<file path="config.mk">
export PLATFORM = sky130hd
export DESIGN_NAME = console_line_edit_buffer_unit
export DESIGN_NICKNAME = d
export VERILOG_FILES = /design/src/design/cleb_pkg.sv /design/src/design/cleb_front.sv /design/src/design/cleb_back.sv /design/src/design/console_line_edit_buffer_unit.sv
export SDC_FILE = /design/constraint.sdc
export NUM_CORES = 2
export LEC_CHECK = 0
export BUFFER_PORTS_ARGS = -buffer_cell sky130_fd_sc_hd__buf_4
export CELL_PAD_IN_SITES_DETAIL_PLACEMENT = 0
export CELL_PAD_IN_SITES_GLOBAL_PLACEMENT = 2
export CORE_ASPECT_RATIO = 1.2
export CORE_MARGIN = 2
export CORE_UTILIZATION = 48
export CTS_BUF_LIST = sky130_fd_sc_hd__clkbuf_4
export CTS_CLUSTER_DIAMETER = 120
export DETAILED_ROUTE_END_ITERATION = 12
export GPL_TIMING_DRIVEN = 1
export PLACE_DENSITY_LB_ADDON = 0.3
export SETUP_SLACK_MARGIN = 0.15
export SLEW_MARGIN = 25
export SYNTH_ARGS = -nofsm -noshare
export SYNTH_HDL_FRONTEND = slang
export SYNTH_SLANG_ARGS = --single-unit
</file>
<file path="constraint.sdc">
create_clock -name aclk -period 5.9 [get_ports aclk]
set_input_delay 0.885 -clock aclk [delete_from_list [all_inputs] [get_ports aclk]]
set_output_delay 0.885 -clock aclk [all_outputs]
set_load 0.01 [all_outputs]
</file>
<file path="src/design/cleb_pkg.sv">
// Package for the console line edit buffer: command and result types,
// operation codes, key codes and status codes. No dependencies.
`timescale 1ns / 1ps

package cleb_pkg;

    // Operations as classified by the front end
    localparam logic [2:0] OP_NOP   = 3'd0;
    localparam logic [2:0] OP_DUMP  = 3'd1;
    localparam logic [2:0] OP_KILL  = 3'd2;
    localparam logic [2:0] OP_ERASE = 3'd3;
    localparam logic [2:0] OP_STORE = 3'd4;
    localparam logic [2:0] OP_READ  = 3'd5;

    localparam logic [7:0] KEY_NUL    = 8'h00;
    localparam logic [7:0] KEY_CTRL_D = 8'h04;
    localparam logic [7:0] KEY_CTRL_H = 8'h08;
    localparam logic [7:0] KEY_LF     = 8'h0A;
    localparam logic [7:0] KEY_CR     = 8'h0D;
    localparam logic [7:0] KEY_CTRL_P = 8'h10;
    localparam logic [7:0] KEY_CTRL_U = 8'h15;
    localparam logic [7:0] KEY_DEL    = 8'h7F;

    localparam logic [1:0] ECHO_NONE  = 2'd0;
    localparam logic [1:0] ECHO_CHAR  = 2'd1;
    localparam logic [1:0] ECHO_ERASE = 2'd2;

    localparam logic [1:0] RD_NONE  = 2'd0;
    localparam logic [1:0] RD_CHAR  = 2'd1;
    localparam logic [1:0] RD_EMPTY = 2'd2;
    localparam logic [1:0] RD_EOF   = 2'd3;

    typedef struct packed {
        logic [2:0] op;
        logic [7:0] chr;
        logic       started;
    } cmd_t;

    typedef struct packed {
        logic [1:0] echo_kind;
        logic [7:0] echo_char;
        logic [7:0] erase_count;
        logic       wake_reader;
        logic       dump_request;
        logic [1:0] read_status;
        logic [7:0] read_char;
        logic       read_done;
    } res_t;

endpackage

</file>
<file path="src/design/cleb_front.sv">
// Front end of the console line edit buffer: accepts items, classifies them
// into commands and holds them in a two-entry queue. Depends on cleb_pkg.
`timescale 1ns / 1ps

module cleb_front
    import cleb_pkg::*;
(
    input  logic       aclk,
    input  logic       aresetn,
    input  logic       in_valid,
    output logic       in_ready,
    input  logic       in_func,
    input  logic [7:0] in_key_code,
    input  logic       in_read_started,
    output logic       cmd_valid,
    output cmd_t       cmd,
    input  logic       cmd_pop
);

    localparam int QUEUE_DEPTH = 2;

    cmd_t       q_reg [QUEUE_DEPTH];
    logic       wr_ptr_reg, wr_ptr_next;
    logic       rd_ptr_reg, rd_ptr_next;
    logic [1:0] count_reg, count_next;
    cmd_t       cmd_in;
    logic       push;
    logic       pop;

    always_comb begin
        cmd_in.chr     = in_key_code;
        cmd_in.started = in_read_started;
        if (in_func) begin
            cmd_in.op = OP_READ;
        end else begin
            case (in_key_code)
                KEY_NUL:             cmd_in.op = OP_NOP;
                KEY_CTRL_P:          cmd_in.op = OP_DUMP;
                KEY_CTRL_U:          cmd_in.op = OP_KILL;
                KEY_CTRL_H, KEY_DEL: cmd_in.op = OP_ERASE;
                KEY_CR: begin
                    cmd_in.op  = OP_STORE;
                    cmd_in.chr = KEY_LF;
                end
                default:             cmd_in.op = OP_STORE;
            endcase
        end
    end

    assign in_ready  = (count_reg != 2'(QUEUE_DEPTH));
    assign push      = in_valid && in_ready;
    assign cmd_valid = (count_reg != 2'd0);
    assign pop       = cmd_pop && cmd_valid;
    assign cmd       = q_reg[rd_ptr_reg];

    always_comb begin
        wr_ptr_next = push ? ~wr_ptr_reg : wr_ptr_reg;
        rd_ptr_next = pop ? ~rd_ptr_reg : rd_ptr_reg;
        count_next  = count_reg;
        if (push && !pop) begin
            count_next = count_reg + 2'd1;
        end else if (pop && !push) begin
            count_next = count_reg - 2'd1;
        end
    end

    always_ff @(posedge aclk) begin
        if (!aresetn) begin
            wr_ptr_reg <= 1'b0;
            rd_ptr_reg <= 1'b0;
            count_reg  <= 2'd0;
        end else begin
            wr_ptr_reg <= wr_ptr_next;
            rd_ptr_reg <= rd_ptr_next;
            count_reg  <= count_next;
        end
    end

    always_ff @(posedge aclk) begin
        if (push) begin
            q_reg[wr_ptr_reg] <= cmd_in;
        end
    end

endmodule

</file>
<file path="src/design/cleb_back.sv">
// Back end of the console line edit buffer: the line store, the read,
// commit and edit pointers, the command sequencer and the result register.
// Depends on cleb_pkg.
`timescale 1ns / 1ps

module cleb_back
    import cleb_pkg::*;
#(
    parameter int BUF_DEPTH = 128
) (
    input  logic aclk,
    input  logic aresetn,
    input  logic cmd_valid,
    input  cmd_t cmd,
    output logic cmd_pop,
    output logic res_valid,
    output res_t res,
    input  logic res_ready
);

    localparam int AW    = $clog2(BUF_DEPTH);
    localparam int SPAN  = 2 * BUF_DEPTH;
    localparam int PTR_W = $clog2(SPAN);

    localparam logic [1:0] ST_IDLE      = 2'd0;
    localparam logic [1:0] ST_READ_DATA = 2'd1;
    localparam logic [1:0] ST_KILL_RD   = 2'd2;
    localparam logic [1:0] ST_KILL_CHK  = 2'd3;

    function automatic logic [PTR_W-1:0] ptr_inc(input logic [PTR_W-1:0] p);
        return (p == PTR_W'(SPAN - 1)) ? '0 : p + PTR_W'(1);
    endfunction

    function automatic logic [PTR_W-1:0] ptr_dec(input logic [PTR_W-1:0] p);
        return (p == '0) ? PTR_W'(SPAN - 1) : p - PTR_W'(1);
    endfunction

    function automatic logic [PTR_W-1:0] ptr_dist(input logic [PTR_W-1:0] hi,
                                                  input logic [PTR_W-1:0] lo);
        logic [PTR_W:0] d;
        d = (hi >= lo) ? {1'b0, hi} - {1'b0, lo}
                       : (PTR_W+1)'(SPAN) + {1'b0, hi} - {1'b0, lo};
        return d[PTR_W-1:0];
    endfunction

    function automatic logic [AW-1:0] slot(input logic [PTR_W-1:0] p);
        logic [PTR_W-1:0] t;
        t = (p >= PTR_W'(BUF_DEPTH)) ? p - PTR_W'(BUF_DEPTH) : p;
        return t[AW-1:0];
    endfunction

    logic [7:0]       mem [BUF_DEPTH];
    logic [7:0]       rdata_reg;
    logic             mem_we;
    logic [AW-1:0]    mem_waddr;
    logic [7:0]       mem_wdata;
    logic             mem_re;
    logic [AW-1:0]    mem_raddr;

    logic [1:0]       state_reg, state_next;
    logic [PTR_W-1:0] read_ptr_reg, read_ptr_next;
    logic [PTR_W-1:0] commit_ptr_reg, commit_ptr_next;
    logic [PTR_W-1:0] edit_ptr_reg, edit_ptr_next;
    logic             started_reg, started_next;
    logic [7:0]       cnt_reg, cnt_next;
    logic             any_reg, any_next;
    logic             res_valid_reg, res_valid_next;
    res_t             res_reg, res_next;

    logic             out_free;
    logic             load_out;
    logic [PTR_W-1:0] fill;

    assign out_free  = !res_valid_reg || res_ready;
    assign fill      = ptr_dist(edit_ptr_reg, read_ptr_reg);
    assign res_valid = res_valid_reg;
    assign res       = res_reg;

    always_comb begin
        state_next      = state_reg;
        read_ptr_next   = read_ptr_reg;
        commit_ptr_next = commit_ptr_reg;
        edit_ptr_next   = edit_ptr_reg;
        started_next    = started_reg;
        cnt_next        = cnt_reg;
        any_next        = any_reg;
        res_next        = res_reg;
        load_out        = 1'b0;
        cmd_pop         = 1'b0;
        mem_we          = 1'b0;
        mem_waddr       = slot(edit_ptr_reg);
        mem_wdata       = cmd.chr;
        mem_re          = 1'b0;
        mem_raddr       = slot(read_ptr_reg);

        case (state_reg)
            ST_IDLE: begin
                if (cmd_valid && out_free) begin
                    cmd_pop  = 1'b1;
                    res_next = '0;
                    case (cmd.op)
                        OP_DUMP: begin
                            res_next.dump_request = 1'b1;
                            load_out = 1'b1;
                        end
                        OP_ERASE: begin
                            if (edit_ptr_reg != commit_ptr_reg) begin
                                edit_ptr_next        = ptr_dec(edit_ptr_reg);
                                res_next.echo_kind   = ECHO_ERASE;
                                res_next.erase_count = 8'd1;
                            end
                            load_out = 1'b1;
                        end
                        OP_STORE: begin
                            if (fill < PTR_W'(BUF_DEPTH)) begin
                                mem_we             = 1'b1;
                                edit_ptr_next      = ptr_inc(edit_ptr_reg);
                                res_next.echo_kind = ECHO_CHAR;
                                res_next.echo_char = cmd.chr;
                                if (cmd.chr == KEY_LF || cmd.chr == KEY_CTRL_D ||
                                    fill == PTR_W'(BUF_DEPTH - 1)) begin
                                    commit_ptr_next      = ptr_inc(edit_ptr_reg);
                                    res_next.wake_reader = 1'b1;
                                end
                            end
                            load_out = 1'b1;
                        end
                        OP_READ: begin
                            if (read_ptr_reg == commit_ptr_reg) begin
                                res_next.read_status = RD_EMPTY;
                                load_out = 1'b1;
                            end else begin
                                mem_re       = 1'b1;
                                started_next = cmd.started;
                                state_next   = ST_READ_DATA;
                            end
                        end
                        OP_KILL: begin
                            cnt_next   = 8'd0;
                            any_next   = 1'b0;
                            state_next = ST_KILL_RD;
                        end
                        default: begin
                            load_out = 1'b1;
                        end
                    endcase
                end
            end
            ST_READ_DATA: begin
                if (out_free) begin
                    res_next = '0;
                    if (rdata_reg == KEY_CTRL_D) begin
                        if (!started_reg) begin
                            read_ptr_next = ptr_inc(read_ptr_reg);
                        end
                        res_next.read_status = RD_EOF;
                        res_next.read_done   = 1'b1;
                    end else begin
                        read_ptr_next        = ptr_inc(read_ptr_reg);
                        res_next.read_status = RD_CHAR;
                        res_next.read_char   = rdata_reg;
                        res_next.read_done   = (rdata_reg == KEY_LF);
                    end
                    load_out   = 1'b1;
                    state_next = ST_IDLE;
                end
            end
            ST_KILL_RD: begin
                if (edit_ptr_reg == commit_ptr_reg) begin
                    if (out_free) begin
                        res_next = '0;
                        if (any_reg) begin
                            res_next.echo_kind   = ECHO_ERASE;
                            res_next.erase_count = cnt_reg;
                        end
                        load_out   = 1'b1;
                        state_next = ST_IDLE;
                    end
                end else begin
                    mem_re     = 1'b1;
                    mem_raddr  = slot(ptr_dec(edit_ptr_reg));
                    state_next = ST_KILL_CHK;
                end
            end
            ST_KILL_CHK: begin
                if (rdata_reg == KEY_LF) begin
                    if (out_free) begin
                        res_next = '0;
                        if (any_reg) begin
                            res_next.echo_kind   = ECHO_ERASE;
                            res_next.erase_count = cnt_reg;
                        end
                        load_out   = 1'b1;
                        state_next = ST_IDLE;
                    end
                end else begin
                    edit_ptr_next = ptr_dec(edit_ptr_reg);
                    cnt_next      = cnt_reg + 8'd1;
                    any_next      = 1'b1;
                    state_next    = ST_KILL_RD;
                end
            end
            default: begin
                state_next = ST_IDLE;
            end
        endcase

        if (load_out) begin
            res_valid_next = 1'b1;
        end else if (res_ready) begin
            res_valid_next = 1'b0;
        end else begin
            res_valid_next = res_valid_reg;
        end
    end

    always_ff @(posedge aclk) begin
        if (!aresetn) begin
            state_reg      <= ST_IDLE;
            read_ptr_reg   <= '0;
            commit_ptr_reg <= '0;
            edit_ptr_reg   <= '0;
            res_valid_reg  <= 1'b0;
        end else begin
            state_reg      <= state_next;
            read_ptr_reg   <= read_ptr_next;
            commit_ptr_reg <= commit_ptr_next;
            edit_ptr_reg   <= edit_ptr_next;
            res_valid_reg  <= res_valid_next;
        end
    end

    always_ff @(posedge aclk) begin
        started_reg <= started_next;
        cnt_reg     <= cnt_next;
        any_reg     <= any_next;
        res_reg     <= res_next;
    end

    // Line store: one write port, one registered read port.
    always_ff @(posedge aclk) begin
        if (mem_we) begin
            mem[mem_waddr] <= mem_wdata;
        end
        if (mem_re) begin
            rdata_reg <= mem[mem_raddr];
        end
    end

endmodule

</file>
<file path="src/design/console_line_edit_buffer_unit.sv">
// Top level of the console line edit buffer: stream ports, front end with
// command queue, and back end with line store. Depends on cleb_pkg,
// cleb_front and cleb_back.
`timescale 1ns / 1ps

// Keyboard line-editing buffer of a console. Each input transfer is either a
// keystroke (tuser 0) or a reader's request for one character (tuser 1), and
// yields exactly one result transfer. A two-entry command queue decouples the
// input side from the execution side. After the queue, and with the result
// side ready, a stored key, erase, ctrl-P, dropped key or read of an empty
// buffer is executed from the idle state, and a read that finds committed
// data passes through a data state because the line store has a registered
// read port. Ctrl-U walks back over the uncommitted characters until the
// commit point or a line feed; each step of the kill walk is a read of the
// line store followed by a compare. The line store has no reset; no clearing
// pass is needed after reset.
module console_line_edit_buffer_unit
    import cleb_pkg::*;
#(
    parameter int BUF_DEPTH = 128
) (
    input  logic        aclk,
    input  logic        aresetn,
    input  logic        s_tvalid,
    output logic        s_tready,
    input  logic [15:0] s_tdata,   // key_code[7:0], read_started[8], zero pad
    input  logic [0:0]  s_tuser,   // func[0]
    output logic        m_tvalid,
    input  logic        m_tready,
    output logic [31:0] m_tdata,   // echo_char[7:0], erase_count[15:8],
                                   // wake_reader[16], dump_request[17],
                                   // read_char[25:18], zero pad
    output logic [3:0]  m_tuser,   // echo_kind[1:0], read_status[3:2]
    output logic        m_tlast    // read_done
);

    logic cmd_valid;
    cmd_t cmd;
    logic cmd_pop;
    res_t res;

    cleb_front u_front (
        .aclk            (aclk),
        .aresetn         (aresetn),
        .in_valid        (s_tvalid),
        .in_ready        (s_tready),
        .in_func         (s_tuser[0]),
        .in_key_code     (s_tdata[7:0]),
        .in_read_started (s_tdata[8]),
        .cmd_valid       (cmd_valid),
        .cmd             (cmd),
        .cmd_pop         (cmd_pop)
    );

    cleb_back #(
        .BUF_DEPTH (BUF_DEPTH)
    ) u_back (
        .aclk      (aclk),
        .aresetn   (aresetn),
        .cmd_valid (cmd_valid),
        .cmd       (cmd),
        .cmd_pop   (cmd_pop),
        .res_valid (m_tvalid),
        .res       (res),
        .res_ready (m_tready)
    );

    assign m_tdata = {6'd0, res.read_char, res.dump_request, res.wake_reader,
                      res.erase_count, res.echo_char};
    assign m_tuser = {res.read_status, res.echo_kind};
    assign m_tlast = res.read_done;

    // A result is either a keystroke result or a read result, never both.
    assert property (@(posedge aclk) disable iff (!aresetn)
        m_tvalid && m_tuser[3:2] != RD_NONE |-> m_tuser[1:0] == ECHO_NONE &&
            !m_tdata[16] && !m_tdata[17])
        else $error("read result carries keystroke fields");

    // The end of a read comes only with a delivered character or end of file.
    assert property (@(posedge aclk) disable iff (!aresetn)
        m_tvalid && m_tlast |-> m_tuser[3:2] == RD_CHAR || m_tuser[3:2] == RD_EOF)
        else $error("read_done without a character or end of file");

    // The echoed character is zero unless a character echo is requested.
    assert property (@(posedge aclk) disable iff (!aresetn)
        m_tvalid && m_tuser[1:0] != ECHO_CHAR |-> m_tdata[7:0] == 8'd0)
        else $error("echo_char set without a character echo");

    // The line is only committed by a stored key, which is always echoed.
    assert property (@(posedge aclk) disable iff (!aresetn)
        m_tvalid && m_tdata[16] |-> m_tuser[1:0] == ECHO_CHAR)
        else $error("wake_reader without a stored key");

endmodule
</file>
* Word-level counts from Yosys, hierarchy flattened
Memory sizes are Yosys's and may differ from the RTL's. A register that Yosys moved wholly into a read port is not among the register bits.
Index checks and enable logic that the tools add are counted.
** Word-level totals
- Input port bits :: 21
- Output and inout bits :: 39
- RAM bits :: 1048
- Word-level logic and storage cells :: 190
- Memories kept :: 2
- Register bits after elaboration :: 72
** Memories
- u_back.mem :: words 128, width 8, rd ports 1, clocked after memory_dff 1, write ports 1, line cleb_back.sv:52 : logic [7:0] mem [BUF_DEPTH];
- u_front.q_reg :: words 2, width 12, rd ports 1, clocked after memory_dff 1, write ports 1, line cleb_front.sv:22 : cmd_t q_reg [QUEUE_DEPTH];
** Cells by class
- Order comparisons :: 5
- Equality and inequality tests :: 36
- Multiplexer cells :: 87
- $add $sub $neg :: 12
- Reduce and logical (&&, ||, !) cells :: 26
- Bitwise gates (word level) :: 3
** Operators with widths (number)
- $mux 31 :: 5
- $mux 8 :: 18
- $pmux 31 s4 :: 1
- $pmux 8 s2 :: 3
- $mux 7 :: 5
- $mux 1 :: 33
- $eq 8x4->1 const B :: 4
- $add 8x1->8 const B :: 3
- $ge 8x8->1 const B :: 3
- $mux 2 :: 12
- $sub 7x1->7 const B :: 3
- $eq 8x3->1 const B :: 2
- $eq 8x5->1 const B :: 2
- $eq 8x7->1 const B :: 2
- $eq 8x8->1 :: 2
- $eq 8x8->1 const B :: 2
- $logic_not 8->1 :: 2
- $sub 8x8->8 :: 2
- $pmux 3 s4 :: 1
- $reduce_and 4->1 :: 3
- $mux 9 :: 1
- $ne 3x3->1 const B :: 3
- $add 1x8->8 const A :: 1
- $ge 8x8->1 :: 1
- other kinds (28) :: 55

* Logic depth before layout (Yosys ltp)
- Depth in word-level cells :: 10
- Depth in mapped cells :: 18

* By module
From an unflattened synthesis, not the netlist that was laid out.
** Unflattened totals
- Cell total of the unflattened synthesis :: 3218
- Area total of the unflattened synthesis :: 46323.2 sq um
** By module, submodules not included
- cleb_back :: cells each 3126, seq. area each 32761.4 sq um, area each 45010.7 sq um, instances 1
- cleb_front :: cells each 85, seq. area each 820.8 sq um, area each 1263.7 sq um, instances 1
- console_line_edit_buffer_unit :: cells each 7, seq. area each 0.0 sq um, area each 48.8 sq um, instances 1

* Least setup slack after synthesis
OpenSTA, ideal clock, no wires.
- Kind :: register to register
- Start point :: register u_back.read_ptr_reg[1]
- End point :: memory u_back.mem[60][0] (enable)
- Cell stages (with the launch flop) :: 17
- Path buffers :: 4
- Setup time :: 370 ps
- Arrival :: 4028 ps
- Clock period less this slack :: 4399 ps
- Path slack :: 1501 ps
- Path through :: dfxtp_1 > clkbuf_1 > inv_1 > clkbuf_1 > ha_1 > nor2b_1 > o21ai_1 > a21boi_0 > o21a_1 > o21a_1 > o21a_1 > or3_1 > a2111oi_0 > clkbuf_1 > nand4_1 > clkbuf_1 > nor2_1
** Between the ends
- Longest elaborated chain between the ends :: 9
- Elaborated cells on any way between the ends :: 11
** Ends and longest elaborated chain
- from (decl) :: line cleb_back.sv:61 : logic [PTR_W-1:0] read_ptr_reg, read_ptr_next;
- from (signal assigned) :: line cleb_back.sv:226 : read_ptr_reg <= read_ptr_next;
- $sub 8x8->8, or another cell as far along :: line cleb_back.sv:42 : : (PTR_W+1)'(SPAN) + {1'b0, hi} - {1'b0, lo};
- $mux 8 * :: line cleb_back.sv:41 : d = (hi >= lo) ? {1'b0, hi} - {1'b0, lo}
- $lt 8x8->1 * :: line cleb_back.sv:115 : if (fill < PTR_W'(BUF_DEPTH)) begin
- $mux 1 * :: line cleb_back.sv:115
- $mux 1 * :: line cleb_back.sv:101 : case (cmd.op)
- $mux 1 * :: line cleb_back.sv:98 : if (cmd_valid && out_free) begin
- $mux 1 * :: line cleb_back.sv:96 : case (state_reg)
- $mux 1 * :: line cleb_back.sv:242 : if (mem_we) begin
- $mux 1 (not written as such) * :: line cleb_back.sv:243 : mem[mem_waddr] <= mem_wdata;
- to (decl) :: line cleb_back.sv:52
Mark *: on every way between the ends. The rest lies on a longest branch, timed or not.

* Worst setup path in the final report
- Start point :: register u_back.edit_ptr_reg[1]
- End point :: register u_back.rdata_reg[0] (read register of u_back.mem) (data pin)
** Between the ends
- Longest elaborated chain between the ends :: 6
- Elaborated cells on any way between the ends :: 11
** Ends and longest elaborated chain
- from (decl) :: line cleb_back.sv:63 : logic [PTR_W-1:0] edit_ptr_reg, edit_ptr_next;
- from (signal assigned) :: line cleb_back.sv:228 : edit_ptr_reg <= edit_ptr_next;
- $sub 8x1->8 or $logic_not 8->1 (tied branches) :: line cleb_back.sv:35 : return (p == '0) ? PTR_W'(SPAN - 1) : p - PTR_W'(1);
- $mux 8 :: line cleb_back.sv:35
- $sub 7x1->7 or $ge 8x8->1 (tied branches) :: line cleb_back.sv:48 : t = (p >= PTR_W'(BUF_DEPTH)) ? p - PTR_W'(BUF_DEPTH) : p;
- $mux 7 :: line cleb_back.sv:48
- $mux 7 :: line cleb_back.sv:169 : if (edit_ptr_reg == commit_ptr_reg) begin
- $mux 7 :: line cleb_back.sv:96
- to (decl) :: line cleb_back.sv:53 : logic [7:0] rdata_reg;
Several ways; a longest one is shown, not always the timed one.
A chain may end at the register's enable or synchronous reset.

==> results_dict.tcl <==
set metrics [dict create \
    clock_sinks 1129 \
    timing.max_cap.violations 0 \
    cts_buffers 289 \
    worst-path-buf-inv 2 \
    start_util_pct 48.2 \
    dp.cells 4463 \
    critPathLaunchType "register" \
    htree_levels 5 \
    clkLatencyLatePin_ns 1.23 \
    grt_pass1_wl_um 185000 \
    syn_area_per_cell_um2 14.3 \
    synth_warnings 0 \
    synthMuxAreaShare_pct 7.33 \
    drive_gt1_share_pct 17.8 \
    fp.dieW_um 288 \
    synth_top_family_by_area "simple AND/OR/NAND/NOR gates" \
    fp.coreArea_um2 96300 \
    final_area_um2 52000 \
    grt_pass1_vias 29165 \
    clock_path_buffers 4 \
    setup_tns_ns 0 \
    path_delay_family "compound AO/OA/AOI/OAI gates" \
    worstSetupPathType "register to register" \
    status "finished clean" \
    synthAdderAreaFrac_pct 0.393 \
    synth_cells 3255 \
    fin_crit_ns 5.37 \
    die_h_um 345 \
    path_common_cell "buf_4" \
    required_ns 6.84 \
    max_freq_ghz 0.186 \
    dr.pass1.iters 6 \
    power_mw 18.9 \
    boundaryPins 60 \
    dp_hpwl_um 76600 \
    grt_util_all_layers_pct 25.4 \
    async_reset_ff_share_pct 0 \
    rows 125 \
    vias 28980 \
    seq_area_frac_synth_pct 72.3 \
    cts_tree "done" \
    synth_xor_area_share_pct 0.905 \
    synth_compound_area_share_pct 7.65 \
    max_stage_delay_ns 0.85 \
    hold_class "primary input to register" \
    synth_seq_cells 1129 \
    slew_headroom_pct 28.1 \
    syn-cell-area_um2 46500 \
    crit_fanout 26 \
    drc_errors 0 \
    synthFlopType "edfxtp_1" \
    ys_types 75 \
    leakage_nw 18.7 \
    skew_ns 0.0615 \
    clk_pin_slew_ns 0.07 \
    final_antenna_net_count 0 \
    largest_register_ffs 1024 \
    pwr_density_cell_nw_per_um2 363 \
    dpl_cell_area_um2 48400 \
    tightest_slew_ns 1.08 \
    fin_crit_sh_pct 91.0 \
    cts-root-buf "clkbuf_4" \
    grt_max_degree 105 \
    fin_cells 4965 \
    cp-end-kind "register" \
    arrival_ns 6.31 \
    antenna_found_initial 2 \
    cp_slowest_cell "a2111oi_0" \
    synth_edf_count 1097 \
    ir_drop_v 0.000244 \
    dieArea_um2 99300 \
    hold_viol 0 \
    postCtsSetupBuffers 0 \
    rsz0062_at_grt "no" \
    io_buffers 46 \
    maxSlewViolCount 0 \
    crit_chain "xnor2_1 -> nand4_2 -> o21a_2 -> o21ai_4 -> buf_4 -> mux2_1 -> a2111oi_0 -> buf_4 -> a22oi_1 -> o2111ai_1 -> o211ai_1 -> a2bb2oi_1" \
    initialDrtViolationCount 2601 \
    viasPerCell 5.84 \
    globalplace.congestion 0.859 \
    drt_wl_total_um 126000 \
    setup_viol 0 \
    syn_to_final_growth_pct 11.9 \
    synth-simple-area-share_pct 8.94 \
    grt_overflow 0 \
    avgRoutedWirePerCell_um 25.3 \
    nets 3533 \
]
==> metal layers <==
metal | vias up | track usage [%] | part of all wire, %
met2 | 1152 | 43.5 | 50
met3 | 210 | 5.74 | 6.8
li1 | 13093 | - | -
met1 | 14525 | 31.7 | 40
met5 | - | 0 | 0
met4 | 0 | 9.12 | 3.1
==> logic make-up (layout without fill, tap and decap cells) <==
kind of cell | Yosys count | after routing
compound gates | 542 | 542
flops | 1129 | 1129
other cells | 1 | 15
simple gates | 945 | 945
xor+xnor | 48 | 48
buf+inv | 245 | 671
mux | 331 | 331
fa+ha+maj | 14 | 14
==> synthesized netlist by cell type, types with 11 or more instances <==
cell | instances | area, um2
buf_2 | 61 | 305
xor2_1 | 18 | 158
nor4_1 | 52 | 325
inv_1 | 39 | 146
a221oi_1 | 27 | 236
o221ai_1 | 45 | 394
edfxtp_1 | 1097 | 32900
a21oi_1 | 197 | 986
o211ai_1 | 43 | 323
ha_1 | 13 | 163
mux2_2 | 53 | 597
nand3_1 | 94 | 470
mux2_1 | 12 | 135
a21o_1 | 13 | 97.6
or3_1 | 11 | 68.8
o22ai_1 | 54 | 338
a31oi_1 | 30 | 188
clkbuf_1 | 96 | 360
buf_4 | 33 | 248
nand4_1 | 16 | 100
dfxtp_1 | 32 | 641
xnor2_1 | 30 | 263
nor3_1 | 51 | 255
nor2_1 | 203 | 762
o21ai_0 | 35 | 175
nand2_1 | 446 | 1670
and2_1 | 15 | 93.8
mux2i_1 | 265 | 2650
and3_1 | 16 | 100
o21ai_1 | 11 | 55.1
==> power breakdown <==
| group | switching [mW] | leakage (nW) | internal [mW] | total (mW) |
|---|---|---|---|---|
| Combinational | 2.06 | 6.45 | 0.609 | 2.67 |
| Sequential | 0.107 | 10.2 | 9.79 | 9.89 |
| Clock | 3.00 | 2.07 | 3.33 | 6.34 |
==> cells in the final DEF, fill, tap and decap left out, types with 11 or more instances in the layout <==
master / instances
a21o_1: 13
a21oi_1: 195
a221oi_1: 27
a31oi_1: 30
and2_1: 15
and3_1: 16
buf_12: 13
buf_4: 122
clkbuf_4: 413
clkinv_1: 54
dfxtp_1: 32
dlygate4sd3_1: 14
edfxtp_1: 1097
ha_1: 13
inv_1: 32
mux2_1: 12
mux2_2: 50
mux2i_1: 263
nand2_1: 446
nand3_1: 94
nand4_1: 16
nor2_1: 199
nor3_1: 50
nor4_1: 51
o211ai_1: 43
o21ai_0: 35
o21ai_1: 11
o221ai_1: 45
o22ai_1: 54
xnor2_1: 30
xor2_1: 18
==> through the flow <==
step	worst slack [ns]	hold slack, ns	util (%)
6_report	0.531	0.415	54.0
5_1_grt	0.449	0.333	54.0
4_1_cts	0.605	0.310	53.9
3_5_place_dp	0.617	0.499	50.2
3_3_place_gp	0.579	0.484	50.2
2_1_floorplan	1.50	0.471	-
==> worst paths after layout <==
kind,from,depth (start not counted),slack (ns),to
max,u_back.edit_ptr_reg[1]$_SDFFE_PN0P_,12,0.53,u_back.rdata_reg[0]$_DFFE_PP_
min,s_tdata[8],2,0.41,u_front.q_reg[1][0]$_DFFE_PP_
max reg2reg,u_back.edit_ptr_reg[1]$_SDFFE_PN0P_,12,0.53,u_back.rdata_reg[0]$_DFFE_PP_
min reg2reg,u_back.commit_ptr_reg[1]$_SDFFE_PN0P_,2,0.51,u_back.commit_ptr_reg[1]$_SDFFE_PN0P_
==> area by class of cell <==
cell class,instances,area (um2)
Timing Repair Buffer,152,1350
Inverter,40,168
Tap cell,1270,1590
Clock buffer,413,3100
Multi-Input combinational cell,1886,11900
Sequential cell,1129,33600
Clock inverter,66,337
Antenna cell,9,22.5
Fill cell,7984,44300
==> what timing repair did <==
action | CTS | global route
hold buffers | 14 | 0
endpoints found under the hold margin | 34 | 0
resized for setup | 0 | 0
No activity file was read; power rests on OpenSTA's default activity.
